## config.mk

```make
export PLATFORM = sky130hd
export DESIGN_NAME = ntfs_runlist_decoder_core
export DESIGN_NICKNAME = d
export VERILOG_FILES = /design/src/hw/rtl/ntfsrl_pkg.sv /design/src/hw/rtl/ntfsrl_decode.sv /design/src/hw/rtl/ntfs_runlist_decoder_core.sv
export SDC_FILE = /design/constraint.sdc
export NUM_CORES = 1
export LEC_CHECK = 0
export ABC_AREA = 1
export BUFFER_PORTS_ARGS = -buffer_cell sky130_fd_sc_hd__buf_2
export CORE_UTILIZATION = 47
export CTS_BUF_LIST = sky130_fd_sc_hd__clkbuf_4
export CTS_CLUSTER_DIAMETER = 120
export DETAILED_ROUTE_END_ITERATION = 8
export PLACE_DENSITY_LB_ADDON = 0.05
export SETUP_SLACK_MARGIN = 0.2
export SLEW_MARGIN = 20
export SYNTH_ARGS = -nofsm -noshare
export SYNTH_HDL_FRONTEND = slang
export SYNTH_SLANG_ARGS = --single-unit
```

## constraint.sdc

```tcl
create_clock -name i_clk -period 11 [get_ports i_clk]
set_input_delay 1.65 -clock i_clk [delete_from_list [all_inputs] [get_ports i_clk]]
set_output_delay 1.65 -clock i_clk [all_outputs]
set_load 0.01 [all_outputs]
```

## src/hw/rtl/ntfsrl_pkg.sv

```systemverilog
// Package for the NTFS run-list decoder.
// Holds phase and status codes, the result control struct and default sizes.
// No dependencies.
package ntfsrl_pkg;

    localparam int CLUSTER_BITS_DEF    = 48;
    localparam int MAX_FIELD_BYTES_DEF = 7;
    localparam int NUM_CLUSTERS_W      = 48;
    localparam int DATA_W              = 8;

    typedef enum logic [1:0] {
        PH_HEADER = 2'd0,
        PH_LENGTH = 2'd1,
        PH_OFFSET = 2'd2
    } t_phase;

    typedef enum logic [1:0] {
        ST_RUN  = 2'd0,
        ST_DONE = 2'd1,
        ST_FAIL = 2'd2
    } t_status;

    typedef struct packed {
        logic    emit;
        t_status status;
        logic    list_end;
    } t_res_ctl;

endpackage

```

## src/hw/rtl/ntfsrl_decode.sv

```systemverilog
// Run-list decode state and per-byte next-state logic.
// Holds phase, counters, accumulators and the cluster pointer; one byte per step.
// Depends on ntfsrl_pkg.
module ntfsrl_decode #(
    parameter int CLUSTER_BITS    = ntfsrl_pkg::CLUSTER_BITS_DEF,
    parameter int MAX_FIELD_BYTES = ntfsrl_pkg::MAX_FIELD_BYTES_DEF
) (
    input  logic                                  i_clk,
    input  logic                                  i_rst_n,
    input  logic                                  i_step,
    input  logic [ntfsrl_pkg::DATA_W-1:0]         i_data_byte,
    input  logic                                  i_first_byte,
    input  logic                                  i_last_byte,
    input  logic [ntfsrl_pkg::NUM_CLUSTERS_W-1:0] i_num_clusters,
    output ntfsrl_pkg::t_res_ctl                  o_ctl,
    output logic [CLUSTER_BITS-1:0]               o_run_cluster,
    output logic [MAX_FIELD_BYTES*8-1:0]          o_run_length
);

    localparam int FB    = MAX_FIELD_BYTES * 8;
    localparam int POS_W = $clog2(MAX_FIELD_BYTES);
    localparam int CNT_W = $clog2(MAX_FIELD_BYTES + 1);
    localparam int MAXW  = (FB > CLUSTER_BITS) ? FB : CLUSTER_BITS;
    localparam int SW    = ((MAXW > ntfsrl_pkg::NUM_CLUSTERS_W) ?
                            MAXW : ntfsrl_pkg::NUM_CLUSTERS_W) + 2;

    ntfsrl_pkg::t_phase      r_phase, n_phase;
    logic [CNT_W-1:0]        r_len_left, n_len_left;
    logic [CNT_W-1:0]        r_off_left, n_off_left;
    logic [CNT_W-1:0]        r_off_size, n_off_size;
    logic [POS_W-1:0]        r_pos, n_pos;
    logic [FB-1:0]           r_len_acc, n_len_acc;
    logic [FB-1:0]           r_off_acc, n_off_acc;
    logic [CLUSTER_BITS-1:0] r_ptr, n_ptr;
    logic                    r_finished, n_finished;

    logic [3:0]    w_nl;
    logic [3:0]    w_no;
    logic [FB-1:0] w_lane_mask;
    logic          w_neg;
    logic [SW-1:0] w_sum;
    logic          w_range_fail;

    always_comb begin
        w_nl = i_data_byte[3:0];
        w_no = i_data_byte[7:4];

        n_phase    = i_first_byte ? ntfsrl_pkg::PH_HEADER : r_phase;
        n_len_left = i_first_byte ? '0 : r_len_left;
        n_off_left = i_first_byte ? '0 : r_off_left;
        n_off_size = i_first_byte ? '0 : r_off_size;
        n_pos      = i_first_byte ? '0 : r_pos;
        n_len_acc  = i_first_byte ? '0 : r_len_acc;
        n_off_acc  = i_first_byte ? '0 : r_off_acc;
        n_ptr      = i_first_byte ? '0 : r_ptr;
        n_finished = i_first_byte ? 1'b0 : r_finished;

        o_ctl         = '{emit: 1'b0, status: ntfsrl_pkg::ST_RUN, list_end: 1'b0};
        o_run_cluster = '0;
        o_run_length  = '0;
        w_lane_mask   = '0;
        w_neg         = 1'b0;
        w_sum         = '0;
        w_range_fail  = 1'b0;

        if (!n_finished) begin
            case (n_phase)
                ntfsrl_pkg::PH_LENGTH: begin
                    for (int k = 0; k < MAX_FIELD_BYTES; k++) begin
                        if (n_pos == POS_W'(k)) begin
                            n_len_acc[k*8 +: 8] = n_len_acc[k*8 +: 8] | i_data_byte;
                        end
                    end
                    n_pos      = n_pos + 1'b1;
                    n_len_left = n_len_left - 1'b1;
                    if (n_len_left == '0) begin
                        n_phase = ntfsrl_pkg::PH_OFFSET;
                        n_pos   = '0;
                    end
                    if (i_last_byte) begin
                        n_phase    = ntfsrl_pkg::PH_HEADER;
                        n_finished = 1'b1;
                        o_ctl = '{emit: 1'b1, status: ntfsrl_pkg::ST_FAIL, list_end: 1'b1};
                    end
                end
                ntfsrl_pkg::PH_OFFSET: begin
                    for (int k = 0; k < MAX_FIELD_BYTES; k++) begin
                        if (n_pos == POS_W'(k)) begin
                            n_off_acc[k*8 +: 8] = n_off_acc[k*8 +: 8] | i_data_byte;
                        end
                    end
                    n_pos      = n_pos + 1'b1;
                    n_off_left = n_off_left - 1'b1;
                    // sign extension from the top byte of the field
                    for (int k = 0; k < MAX_FIELD_BYTES; k++) begin
                        if (CNT_W'(k) < n_off_size || k == 0) begin
                            w_lane_mask[k*8 +: 8] = 8'hff;
                        end
                        if ((CNT_W'(k + 1) == n_off_size) ||
                            (k == 0 && n_off_size == '0)) begin
                            w_neg = n_off_acc[k*8 + 7];
                        end
                    end
                    w_sum = {{(SW-CLUSTER_BITS){1'b0}}, n_ptr} +
                            {{(SW-FB){w_neg}},
                             (n_off_acc & w_lane_mask) | (w_neg ? ~w_lane_mask : '0)};
                    w_range_fail = w_sum[SW-1] ||
                        (w_sum > {{(SW-ntfsrl_pkg::NUM_CLUSTERS_W){1'b0}}, i_num_clusters});
                    if (n_off_left != '0) begin
                        if (i_last_byte) begin
                            n_phase    = ntfsrl_pkg::PH_HEADER;
                            n_finished = 1'b1;
                            o_ctl = '{emit: 1'b1, status: ntfsrl_pkg::ST_FAIL,
                                      list_end: 1'b1};
                        end
                    end else if (w_range_fail || i_last_byte) begin
                        n_phase    = ntfsrl_pkg::PH_HEADER;
                        n_finished = 1'b1;
                        o_ctl = '{emit: 1'b1, status: ntfsrl_pkg::ST_FAIL, list_end: 1'b1};
                    end else begin
                        n_ptr         = w_sum[CLUSTER_BITS-1:0];
                        n_phase       = ntfsrl_pkg::PH_HEADER;
                        n_pos         = '0;
                        o_ctl         = '{emit: 1'b1, status: ntfsrl_pkg::ST_RUN,
                                          list_end: 1'b0};
                        o_run_cluster = w_sum[CLUSTER_BITS-1:0];
                        o_run_length  = n_len_acc;
                    end
                end
                default: begin
                    if (i_data_byte == '0) begin
                        n_phase    = ntfsrl_pkg::PH_HEADER;
                        n_finished = 1'b1;
                        o_ctl = '{emit: 1'b1, status: ntfsrl_pkg::ST_DONE, list_end: 1'b1};
                    end else if (w_no == '0 || w_nl > 4'(MAX_FIELD_BYTES) ||
                                 w_no > 4'(MAX_FIELD_BYTES) || i_last_byte) begin
                        n_phase    = ntfsrl_pkg::PH_HEADER;
                        n_finished = 1'b1;
                        o_ctl = '{emit: 1'b1, status: ntfsrl_pkg::ST_FAIL, list_end: 1'b1};
                    end else begin
                        n_len_left = w_nl[CNT_W-1:0];
                        n_off_left = w_no[CNT_W-1:0];
                        n_off_size = w_no[CNT_W-1:0];
                        n_pos      = '0;
                        n_len_acc  = '0;
                        n_off_acc  = '0;
                        n_phase    = (w_nl != '0) ? ntfsrl_pkg::PH_LENGTH
                                                  : ntfsrl_pkg::PH_OFFSET;
                    end
                end
            endcase
        end
    end

    always_ff @(posedge i_clk) begin
        if (!i_rst_n) begin
            r_phase    <= ntfsrl_pkg::PH_HEADER;
            r_len_left <= '0;
            r_off_left <= '0;
            r_off_size <= '0;
            r_pos      <= '0;
            r_len_acc  <= '0;
            r_off_acc  <= '0;
            r_ptr      <= '0;
            r_finished <= 1'b0;
        end else if (i_step) begin
            r_phase    <= n_phase;
            r_len_left <= n_len_left;
            r_off_left <= n_off_left;
            r_off_size <= n_off_size;
            r_pos      <= n_pos;
            r_len_acc  <= n_len_acc;
            r_off_acc  <= n_off_acc;
            r_ptr      <= n_ptr;
            r_finished <= n_finished;
        end
    end

endmodule

```

## src/hw/rtl/ntfs_runlist_decoder_core.sv

```systemverilog
// NTFS data-run list decoder, top level.
// Input register, decode step, result register. Depends on ntfsrl_pkg, ntfsrl_decode.
// A request's result (if any) reaches the outputs via the input and result registers.
// Throughput: one byte per cycle unless the output stalls; a stall holds the decode step.
// Reset (synchronous, active low) clears all decode state and num_clusters to zero.
module ntfs_runlist_decoder_core #(
    parameter int CLUSTER_BITS    = ntfsrl_pkg::CLUSTER_BITS_DEF,
    parameter int MAX_FIELD_BYTES = ntfsrl_pkg::MAX_FIELD_BYTES_DEF
) (
    input  logic                                  i_clk,
    input  logic                                  i_rst_n,
    input  logic                                  i_cfg_we,
    input  logic [ntfsrl_pkg::NUM_CLUSTERS_W-1:0] i_cfg_wdata,
    input  logic                                  i_in_valid,
    output logic                                  o_in_stall,
    input  logic [ntfsrl_pkg::DATA_W-1:0]         i_data_byte,
    input  logic                                  i_first_byte,
    input  logic                                  i_last_byte,
    output logic                                  o_out_valid,
    input  logic                                  i_out_stall,
    output logic [1:0]                            o_status,
    output logic [CLUSTER_BITS-1:0]               o_run_cluster,
    output logic [MAX_FIELD_BYTES*8-1:0]          o_run_length,
    output logic                                  o_list_end
);

    logic [ntfsrl_pkg::NUM_CLUSTERS_W-1:0] r_num_clusters;

    logic                          r_in_valid;
    logic [ntfsrl_pkg::DATA_W-1:0] r_byte;
    logic                          r_first;
    logic                          r_last;

    logic                          r_out_valid;
    ntfsrl_pkg::t_status           r_status;
    logic [CLUSTER_BITS-1:0]       r_cluster;
    logic [MAX_FIELD_BYTES*8-1:0]  r_length;
    logic                          r_list_end;

    logic                          w_out_free;
    logic                          w_step;
    logic                          w_accept;
    ntfsrl_pkg::t_res_ctl          w_ctl;
    logic [CLUSTER_BITS-1:0]       w_cluster;
    logic [MAX_FIELD_BYTES*8-1:0]  w_length;

    assign w_out_free = !r_out_valid || !i_out_stall;
    assign w_step     = r_in_valid && w_out_free;
    assign o_in_stall = r_in_valid && !w_out_free;
    assign w_accept   = i_in_valid && !o_in_stall;

    always_ff @(posedge i_clk) begin
        if (!i_rst_n) begin
            r_num_clusters <= '0;
        end else if (i_cfg_we) begin
            r_num_clusters <= i_cfg_wdata;
        end
    end

    always_ff @(posedge i_clk) begin
        if (!i_rst_n) begin
            r_in_valid <= 1'b0;
        end else if (w_accept) begin
            r_in_valid <= 1'b1;
        end else if (w_step) begin
            r_in_valid <= 1'b0;
        end
    end

    always_ff @(posedge i_clk) begin
        if (w_accept) begin
            r_byte  <= i_data_byte;
            r_first <= i_first_byte;
            r_last  <= i_last_byte;
        end
    end

    ntfsrl_decode #(
        .CLUSTER_BITS    (CLUSTER_BITS),
        .MAX_FIELD_BYTES (MAX_FIELD_BYTES)
    ) u_decode (
        .i_clk          (i_clk),
        .i_rst_n        (i_rst_n),
        .i_step         (w_step),
        .i_data_byte    (r_byte),
        .i_first_byte   (r_first),
        .i_last_byte    (r_last),
        .i_num_clusters (r_num_clusters),
        .o_ctl          (w_ctl),
        .o_run_cluster  (w_cluster),
        .o_run_length   (w_length)
    );

    always_ff @(posedge i_clk) begin
        if (!i_rst_n) begin
            r_out_valid <= 1'b0;
        end else if (w_step) begin
            r_out_valid <= w_ctl.emit;
        end else if (!i_out_stall) begin
            r_out_valid <= 1'b0;
        end
    end

    always_ff @(posedge i_clk) begin
        if (w_step && w_ctl.emit) begin
            r_status   <= w_ctl.status;
            r_cluster  <= w_cluster;
            r_length   <= w_length;
            r_list_end <= w_ctl.list_end;
        end
    end

    assign o_out_valid   = r_out_valid;
    assign o_status      = r_status;
    assign o_run_cluster = r_cluster;
    assign o_run_length  = r_length;
    assign o_list_end    = r_list_end;

endmodule
```

Yosys cells after proc, flatten, opt, wreduce, memory -nomap -nowiden:

Cells that the tools add are included.

* add/sub/neg operators: 4
* order comparisons: 9
* eq/ne operators: 16
* muxes and demuxes: 125
* bitwise gates (word level): 18
* reduce and logical (&&, ||, !) cells: 25

Operator list (count)
* two-way mux 56 bit: 9
* two-way mux 8 bit: 48
* two-way mux 48 bit: 5
* case mux 56 bit (2 select lines): 2
* OR 8 bit: 14
* two-way mux 3 bit: 21
* adder 49 x 57 -> 58 bit: 1
* greater-than comparator 58 x 48 -> 1 bit: 1
* AND 56 bit: 1
* inverter 56 bit: 1
* OR 56 bit: 1
* two-way mux 1 bit: 20
* two-way mux 4 bit: 5
* two-way mux 2 bit: 9
* case mux 3 bit (2 select lines): 3
* == test 3 bit (first input constant): 4
* == test 3 bit (second input constant): 3
* zero test 3 bit: 3
* less-than comparator 3 bit (first input constant): 3
* greater-than comparator 4 x 3 -> 1 bit (second input constant): 2
* zero test 8 bit: 1
* case mux 4 bit (2 select lines): 1
* logical OR 1 bit: 7
* == test 2 x 3 -> 1 bit (first input constant): 2
* other kinds (21): 30

* bits in registers: 342
* output and inout port bits: 109

Depth between registers and ports, before layout:

Gate-level depths: netlist of run 1.

* depth in word-level cells: 25
* gate-level depth with buffers: 58
* gate-level depth less buffers: 52

Hierarchy:

Synthesis of run 1 repeated with hierarchy kept, for this count alone.

* cell total of the unflattened synthesis: 3019
* area total of the unflattened synthesis: 21395.5 um2

Modules (own cells, without submodules)
* ntfsrl_decode: times used 1, cells an instance 2677, area an instance 16064.2 um2, seq. area each 3503.4 um2
* ntfs_runlist_decoder_core: times used 1, cells an instance 342, area an instance 5331.4 um2, seq. area each 4514.3 um2

Worst setup path after synthesis of run 1:

No wires, ideal clock.

* path kind: input port to flip-flop
* from: input port i_out_stall
* to: register r_list_end (netlist: o_list_end), enable pin
* arrival: 9.837 ns
* required time: 10.293 ns
* setup slack: 0.456 ns
* stages: 7
* buffers on the path: 0
* cells stage by stage: nand2_1 inv_1 nor2_1 inv_1 nor2_1 inv_1 nor3_1

* cells in the longest elaborated chain, start to end: 4

RTL lines
* start: declaration: RTL line ntfs_runlist_decoder_core.sv:20 `input logic i_out_stall,`
* zero test 1 bit
* logical OR 1 bit: RTL line ntfs_runlist_decoder_core.sv:47 `assign w_out_free = !r_out_valid || !i_out_stall;`
* logical AND 1 bit: RTL line ntfs_runlist_decoder_core.sv:48 `assign w_step = r_in_valid && w_out_free;`
* logical AND 1 bit: RTL line ntfs_runlist_decoder_core.sv:105 `if (w_step && w_ctl.emit) begin`
* end signal: assignment: RTL line ntfs_runlist_decoder_core.sv:109 `r_list_end <= w_ctl.list_end;`
* end: declaration: RTL line ntfs_runlist_decoder_core.sv:38 `logic r_list_end;`

Every way passes these cells.
A chain may end at the register's enable or synchronous reset.

Worst setup path after layout of run 1:

* from: register r_first
* to: register u_decode.r_ptr[43]

* cells in the longest elaborated chain, start to end: 24

RTL lines
* start: declaration: RTL line ntfs_runlist_decoder_core.sv:31 `logic r_first;`
* start signal: assignment: RTL line ntfs_runlist_decoder_core.sv:73 `r_first <= i_first_byte;`
* two-way mux 3 bit / two-way mux 56 bit (equally long branches): RTL line ntfsrl_decode.sv:52, ntfsrl_decode.sv:54
* zero test 3 bit / OR 8 bit (equally long branches): RTL line ntfsrl_decode.sv:88, ntfsrl_decode.sv:89
* two-way mux 8 bit: RTL line ntfsrl_decode.sv:88 `if (n_pos == POS_W'(k)) begin`
* two-way mux 8 bit: RTL line ntfsrl_decode.sv:67 `case (n_phase)`
* two-way mux 8 bit: RTL line ntfsrl_decode.sv:66 `if (!n_finished) begin`
* two-way mux 1 bit (7 in series): RTL line ntfsrl_decode.sv:99 `if ((CNT_W'(k + 1) == n_off_size) ||`
* two-way mux 1 bit: RTL line ntfsrl_decode.sv:67
* two-way mux 1 bit: RTL line ntfsrl_decode.sv:66
* [... 2 more ...]
* adder 49 x 57 -> 58 bit: RTL line ntfsrl_decode.sv:104 `w_sum = {{(SW-CLUSTER_BITS){1'b0}}, n_ptr} +`
* greater-than comparator 58 x 48 -> 1 bit: RTL line ntfsrl_decode.sv:108 `(w_sum > {{(SW-ntfsrl_pkg::NUM_CLUSTERS_W){1'b0}}, i_num_clusters});`
* logical OR 1 bit: RTL line ntfsrl_decode.sv:107 `w_range_fail = w_sum[SW-1] ||`
* logical OR 1 bit: RTL line ntfsrl_decode.sv:116 `end else if (w_range_fail || i_last_byte) begin`
* two-way mux 48 bit: RTL line ntfsrl_decode.sv:116
* two-way mux 48 bit: RTL line ntfsrl_decode.sv:109 `if (n_off_left != '0) begin`
* two-way mux 48 bit: RTL line ntfsrl_decode.sv:67
* two-way mux 48 bit *: RTL line ntfsrl_decode.sv:66
* end signal: assignment: RTL line ntfsrl_decode.sv:174 `r_ptr <= n_ptr;`
* end: declaration: RTL line ntfsrl_decode.sv:34 `logic [CLUSTER_BITS-1:0] r_ptr, n_ptr;`

Every way passes the cells marked *; elsewhere a longest branch is shown, timed or not. The select of a mux whose other input is x is not followed.

==> results.yml, run 1 <==
setup_path:
  crit_required_ns: 11.72
  critPathKind: "reg2reg"
  r2r_slack_ns: 1.76
  crit_path_max_incr_delay_ns: 0.58
  worstPathArrival_ns: 9.97
  cpMostUsedCell: "nand2_1"
  crit_slowest_cell: "clkinv_2"
  cp-start-kind: "flip-flop"
  crit_path_end_kind: "flip-flop"
  cp_max_fo: 69
floorplanning:
  row_count: 77
  core-area_mm2: 0.0442
  die_w_um: 214
  initial_core_util_pct: 47.6
  die_h_um: 214
  die-area_mm2: 0.0456
  io_pins: 172
logic_synthesis:
  synth_fa_ha_area_share_pct: 6.33
  synth_xor_area_share_pct: 2.00
  synthMuxAreaShare_pct: 0
  synth_async_sr_flop_share_pct: 0
  syn_area_per_cell_um2: 7.09
  yosysWarnings: 0
  yosys_most_used_dff: "dfxtp_1"
  synth_edf_count: 117
  synthTopCellsByArea: "dfxtp_1, edfxtp_1, nand2_1, inv_1, a21oi_1"
  synth_top_family_by_area: "simple AND/OR/NAND/NOR gates"
  synth_compound_area_share_pct: 20.9
  ys_seq_elements: 342
  synth-seq-area-share_pct: 38.1
  ys_types: 48
  synth_fp_nets: 3139
  yosys.area_share.simple_pct: 21.8
  syn_area_mm2: 0.0211
  synth_top_area_share_pct: 21.4
  yosys.area.top_type: "dfxtp_1"
  synth_cells: 2970
timing:
  slew_viol_final: 0
  fin_setup_tns_ns: 0
  hold_viol: 0
  slew-limit-headroom_pct: 21.4
  fin_crit_sh_pct: 84.0
  rsz0062_at_grt: "no"
  timing.fmax_ghz: 0.108
  tightest_slew_ns: 1.18
  period_needed_ns: 9.24
  setup_slack_ns: 1.76
  setup_viol: 0
  skew_ns: 0.0887
grt:
  antenna_found_initial: 1
  grt_pass1_wl_um: 112000
  grt_pass1_vias: 20000
  use_met2_pct: 49.8
  grt-busiest-layer: "met2"
  grt_max_degree: 104
  gr-total-overflow: 0
  grt_util_met1_pct: 44.2
  grt_use_total_pct: 32.1
  grt_use_met3_pct: 4.64
clock_network:
  cts-buffers-inserted: 95
  clock_sinks: 342
  cts_setup_buffers: 0
  hold_buffers: 0
  cts-root-buf: "clkbuf_4"
  cts-resized-gates: 0
  cts_tree: "built"
  clock_latency_ns: 0.90
  cts_max_level: 3
  path_clk_slew_ns: 0.07
  max-clock-path-buffers: 3
cells_and_area:
  syn_to_final_growth_pct: 11.7
  nNetsFinal: 3276
  final.fill_count: 4472
  layout-drive-gt1-share_pct: 12.1
route:
  ant_nets: 0
  firstDrtPassIters: 5
  drt_wl_total_um: 73100
  drt_iter0_drc: 1974
  vias: 21400
  route.detailed.wl_per_inst_um: 19.3
  viasPerCell: 5.66
  route.detailed.drc: 0
placed_design:
  dp_slack_ns: 1.98
  hpwl_um: 51600
  io_buffer_count: 171
  gp_congestion: 0.937
run_status:
  status: "complete, no violations"
power:
  powerDensity_mw_per_mm2: 145
  p_leak_nw: 10.6
  ir_drop_uv: 109
worst_hold_path:
  hp-class: "reg2reg"
run:
  cap_viol_max_count: 0
power by group:
group          internal, mW  total [mW]  leakage (nW)  switching [mW]
registers              1.39        1.42          2.90          0.0311
logic                 0.236       0.774          6.92           0.538
clock network         0.620        1.21         0.753           0.594
total                  2.24        3.40          10.6            1.16
kinds of logic (layout without fill, tap and decap cells):
group                      count (synthesis)  after routing
and+or+nand+nor                         1127           1127
AOI/OAI and AO/OA                        751            751
adders and majority gates                106            106
buffers and inverters                    596            815
DFF                                      342            342
other                                      0              1
xor gates and xnor gates                  48             48
cell usage after synthesis, types with 7 or more instances:
library cell,number
a211oi_1,34
a21o_1,10
a21oi_1,275
a221oi_1,48
a31oi_1,54
buf_1,15
clkbuf_1,130
dfxtp_1,225
edfxtp_1,117
ha_1,105
inv_1,425
inv_2,8
nand2_1,580
nand3_1,133
nand4_1,15
nor2_1,329
nor2_2,7
nor3_1,45
o211ai_1,59
o21ai_0,196
o22ai_1,47
xnor2_1,12
xor2_1,36
per-layer routing:
metal	up-vias	share of wire [%]
li1	10300	-
met1	10100	45
met2	898	44
met3	139	7.2
met4	0	3.5
met5	-	0
cells in the final DEF (no fill, tap or decap), types with 3 or more instances in the layout:
| master | count |
|---|---|
| nand2_1 | 580 |
| inv_1 | 422 |
| nor2_1 | 326 |
| a21oi_1 | 275 |
| dfxtp_1 | 225 |
| o21ai_0 | 196 |
| buf_2 | 170 |
| clkbuf_4 | 141 |
| nand3_1 | 133 |
| edfxtp_1 | 117 |
| ha_1 | 105 |
| o211ai_1 | 59 |
| a31oi_1 | 54 |
| a221oi_1 | 48 |
| o22ai_1 | 47 |
| nor3_1 | 44 |
| xor2_1 | 36 |
| a211oi_1 | 34 |
| clkinv_1 | 31 |
| buf_4 | 27 |
| nand4_1 | 15 |
| xnor2_1 | 12 |
| a21o_1 | 10 |
| inv_2 | 9 |
| nor2_2 | 8 |
| clkinv_2 | 7 |
| nor4_1 | 6 |
| o21bai_1 | 6 |
| nand2_4 | 4 |
| o21a_1 | 4 |
| a21boi_0 | 4 |
| o221ai_1 | 4 |
| nor2_4 | 3 |
| nand2_2 | 3 |
| clkinv_4 | 3 |
area by class of cell:
cell class	instances	area, um2	share of cell area, %
multi-input cells	2032	10800	45.8
flip-flops and latches	342	8020	34.1
inverters	439	1650	7.03
clock buffers	141	1060	4.50
repair buffers	197	1050	4.48
well taps	592	741	3.15
clock inverters	38	215	0.915
diodes	1	2.50	0.0106
path summary, 6_finish.rpt:
path / cells past startpoint / endpoint / from
max: 50 / u_decode.r_ptr[43]$_SDFFE_PN0P_ / r_first$_DFFE_PP_
min: 2 / r_num_clusters[4]$_SDFFE_PN0P_ / r_num_clusters[4]$_SDFFE_PN0P_
max reg2reg: 50 / u_decode.r_ptr[43]$_SDFFE_PN0P_ / r_first$_DFFE_PP_
min reg2reg: 2 / r_num_clusters[4]$_SDFFE_PN0P_ / r_num_clusters[4]$_SDFFE_PN0P_
state kept, by name (all words and copies together) (netlist names):
signal	flops
o_status	2
u_decode.r_off_left	3
o_list_end	1
r_first	1
o_run_cluster	48
u_decode.r_phase	2
u_decode.r_off_acc	56
u_decode.r_ptr	48
u_decode.r_len_left	3
u_decode.r_finished	1
r_last	1
r_num_clusters	48
o_out_valid	1
u_decode.r_off_size	3
u_decode.r_pos	3
r_in_valid	1
o_run_length	56
u_decode.r_len_acc	56
r_byte	8
critical path, delay by kind of cell (launching register included):
family          cells  cell delay, ns
flops               1            0.40
compound gates      6            1.59
simple gates       33            4.43
fa+ha+maj           3            1.01
buf+inv             7            1.44
xor+xnor            1            0.18
per-stage QoR:
step           util [%]  std cells  total power [mW]  cell area [um2]  hold WS, ns
5_1_grt            53.2       3782              3.59            23500        0.484
2_1_floorplan         -       2970              1.96            21100        0.435
6_report           53.2       3782              3.40            23500        0.464
4_1_cts            53.2       3781              3.42            23500        0.464
3_5_place_dp       50.3       3602              2.20            22200        0.454
3_3_place_gp       50.3       3602              2.19            22200        0.451
Power figures use the tool's default switching activity.
==> run 2, diff against run 1 <==
--- a/config.mk
+++ b/config.mk
@@ -5,7 +5,7 @@
 export SDC_FILE = /design/constraint.sdc
 export NUM_CORES = 1
 export LEC_CHECK = 0
-export ABC_AREA = 1
+export ABC_AREA = 0
 export BUFFER_PORTS_ARGS = -buffer_cell sky130_fd_sc_hd__buf_2
 export CORE_UTILIZATION = 47
 export CTS_BUF_LIST = sky130_fd_sc_hd__clkbuf_4
==> constraint.sdc (replaced) <==
create_clock -name i_clk -period 8.6 [get_ports i_clk]
set_input_delay 1.29 -clock i_clk [delete_from_list [all_inputs] [get_ports i_clk]]
set_output_delay 1.29 -clock i_clk [all_outputs]
set_load 0.01 [all_outputs]
==> results.yml, run 2 <==
timing:
  setup_viol: 0
  fin_crit_sh_pct: 93.6
  rsz0062_at_grt: "no"
  slew-limit-headroom_pct: 24.3
  timing.fmax_ghz: 0.124
  hold_viol: 0
  period_needed_ns: 8.05
  fin_setup_tns_ns: 0
  slew_viol_final: 0
  tightest_slew_ns: 1.14
  skew_ns: 0.0589
power:
  powerDensity_mw_per_mm2: 171
  p_switching_mw: 1.08
  p_seq_share_pct: 45.7
  p_leak_nw: 9.16
  power_mw: 3.79
  swShare_pct: 28.5
  p_int_mw: 2.71
  clkPwrFrac_pct: 40.5
  ir_drop_uv: 94.4
  combPwrFrac_pct: 13.8
clock_network:
  cts_max_level: 3
  max-clock-path-buffers: 3
  cts-buffers-inserted: 94
  clock_sinks: 342
  clock_latency_ns: 0.85
  path_clk_slew_ns: 0.06
  cts_tree: "built"
  cts-root-buf: "clkbuf_4"
  hold_buffers: 0
route:
  drt_wl_total_um: 58900
  drt_iter0_drc: 1293
  ant_nets: 0
  firstDrtPassIters: 6
  vias: 17100
  route.detailed.drc: 0
  route.detailed.wl_per_inst_um: 19.6
  viasPerCell: 5.68
placed_design:
  hpwl_um: 41900
  place_area_mm2: 0.0205
  io_buffer_count: 171
  gp_congestion: 0.963
logic_synthesis:
  yosys.area.top_type: "dfxtp_1"
  synth_fp_nets: 2334
  synth_edf_count: 117
  synth.most_common_cell: "nor2_1"
  yosysWarnings: 0
  syn_area_per_cell_um2: 8.73
  ys_seq_elements: 342
  synth_async_sr_flop_share_pct: 0
  synthTopCellsByArea: "dfxtp_1, edfxtp_1, nor2_1, ha_1, a22oi_1"
  synth_top_area_share_pct: 23.8
  synth_common_cells: "nor2_1, dfxtp_1, inv_1"
  yosys_most_used_dff: "dfxtp_1"
  synth-seq-area-share_pct: 42.4
  syn_area_mm2: 0.0189
  ys_types: 81
  synth_cells: 2165
setup_path:
  crit_required_ns: 9.27
  r2r-end: "u_decode.r_ptr[39]$_SDFFE_PN0P_"
  cp_max_fo: 16
  worstPathArrival_ns: 8.72
  r2r_slack_ns: 0.55
  crit_path_end_kind: "flip-flop"
  r2r_start: "r_first$_DFFE_PP_"
  cp-start-kind: "flip-flop"
  crit_start: "r_first$_DFFE_PP_"
  critPathKind: "reg2reg"
  crit_path_max_incr_delay_ns: 0.58
  ff2ff_path_depth: 30
  crit_slowest_cell: "or4_4"
  endpoint: "u_decode.r_ptr[39]$_SDFFE_PN0P_"
floorplanning:
  io_pins: 172
  initial_core_util_pct: 47.6
  die_h_um: 203
  die_w_um: 203
  row_count: 73
  core-area_mm2: 0.0397
  die-area_mm2: 0.0410
worst_hold_path:
  min_from: "u_decode.r_off_acc[48]$_SDFFE_PN0P_"
  hp-class: "reg2reg"
run:
  cap_viol_max_count: 0
cells_and_area:
  ff_latch_area_mm2: 0.00802
  multi_input_area_mm2: 0.00991
  layout-drive-gt1-share_pct: 21.6
  stdcell_area_mm2: 0.0222
  nNetsFinal: 2559
  final.fill_count: 3796
  syn_to_final_growth_pct: 17.5
  layout_commonest_cell: "nor2_1"
  layout_common_cells: "nor2_1, dfxtp_1, buf_2"
grt:
  grt_pass1_vias: 16200
  grt_max_degree: 105
  antenna_found_initial: 3
  grt_use_total_pct: 28.1
  grt_pass1_wl_um: 89300
  gr-total-overflow: 0
run_status:
  status: "complete, no violations"
[run 2: cell types whose count changed in the layout (fill, tap and decap cells not counted), sizes merged, moves of 42 or more]
cell / delta
a21oi: -141
a221oi: -42
a22oi: +103
and2: +70
buf: +65
inv: -265
mux2i: +51
nand2: -431
nand3: -106
o211ai: -51
o21ai: -125
[run 2: how the worst min path moves through the flow]
stage | slack, ns | depth (start not counted) | end
after global routing | 0.49 | 2 | u_decode.r_ptr[2]$_SDFFE_PN0P_
after floorplan | 0.44 | 2 | u_decode.r_off_acc[48]$_SDFFE_PN0P_
final | 0.47 | 2 | u_decode.r_off_acc[48]$_SDFFE_PN0P_
after detailed placement | 0.46 | 2 | u_decode.r_off_acc[48]$_SDFFE_PN0P_
after global placement | 0.45 | 2 | u_decode.r_off_acc[48]$_SDFFE_PN0P_
after CTS | 0.47 | 2 | u_decode.r_off_acc[7]$_SDFFE_PN0P_
[run 2: cells by family (layout without fill, tap and decap cells)]
group	Yosys count	in the layout	share of synthesized area [%]
AND/OR/NAND/NOR	760	760	18.5
XOR/XNOR	44	44	2.04
AO/OA/AOI/OAI	557	557	20.8
adder cells (fa/ha/maj)	106	106	7.06
other	0	5	0
buffers and inverters	304	610	6.39
flip-flops	342	342	42.4
multiplexers	52	52	2.76
[run 2: through the flow]
step	std cells	worst slack [ns]	util, %	hold slack (ns)
2_1_floorplan	2165	0.475	-	0.436
3_3_place_gp	2804	0.398	51.6	0.452
3_5_place_dp	2804	0.188	51.6	0.462
4_1_cts	2981	0.265	54.8	0.471
5_1_grt	3000	0.151	55.9	0.493
6_report	3001	0.553	55.9	0.472
[run 2: worst max-delay path, delay by kind of cell (launching register included)]
family | cells | cell delay, ns
AND/OR/NAND/NOR | 10 | 2.51
adder cells (fa/ha/maj) | 3 | 0.86
XOR/XNOR | 1 | 0.23
AO/OA/AOI/OAI | 14 | 3.46
flip-flops | 1 | 0.48
buffers and inverters | 2 | 0.32
[run 2: what timing repair did]
item / 4_1_cts / 5_1_grt
setup buffers: 0 / 12
endpoints found under the hold margin: 0 / 0
pin swaps: 0 / 13
gates cloned: 0 / 3
endpoints found under the setup margin: 95 / 158
resized for setup: 3 / 63
[run 2: power groups by stage]
stage,registers (mW),logic (mW),clock network (mW)
floorplan,1.76,0.309,0
global placement,1.77,0.497,0
detailed placement,1.77,0.502,0
CTS,1.73,0.505,1.58
global route,1.73,0.574,1.67
finish,1.73,0.524,1.54
[run 2: cell type report]
type | count | area share (%)
multi-input combinational | 1519 | 44.6
sequential | 342 | 36.1
timing repair buffer | 265 | 7.61
clock buffer | 149 | 5.04
tap | 525 | 2.96
inverter | 168 | 2.86
clock inverter | 28 | 0.721
antenna | 5 | 0.0564
[run 2: routing by layer]
metal  global-route usage (%)  part of all wire, %  vias to the layer above
met5                        0                0.020                        -
met4                     11.6                  3.3                        2
met3                     6.32                  7.1                      134
met2                     43.4                   45                      595
met1                     37.9                   45                     8101
li1                         -                    -                     8221
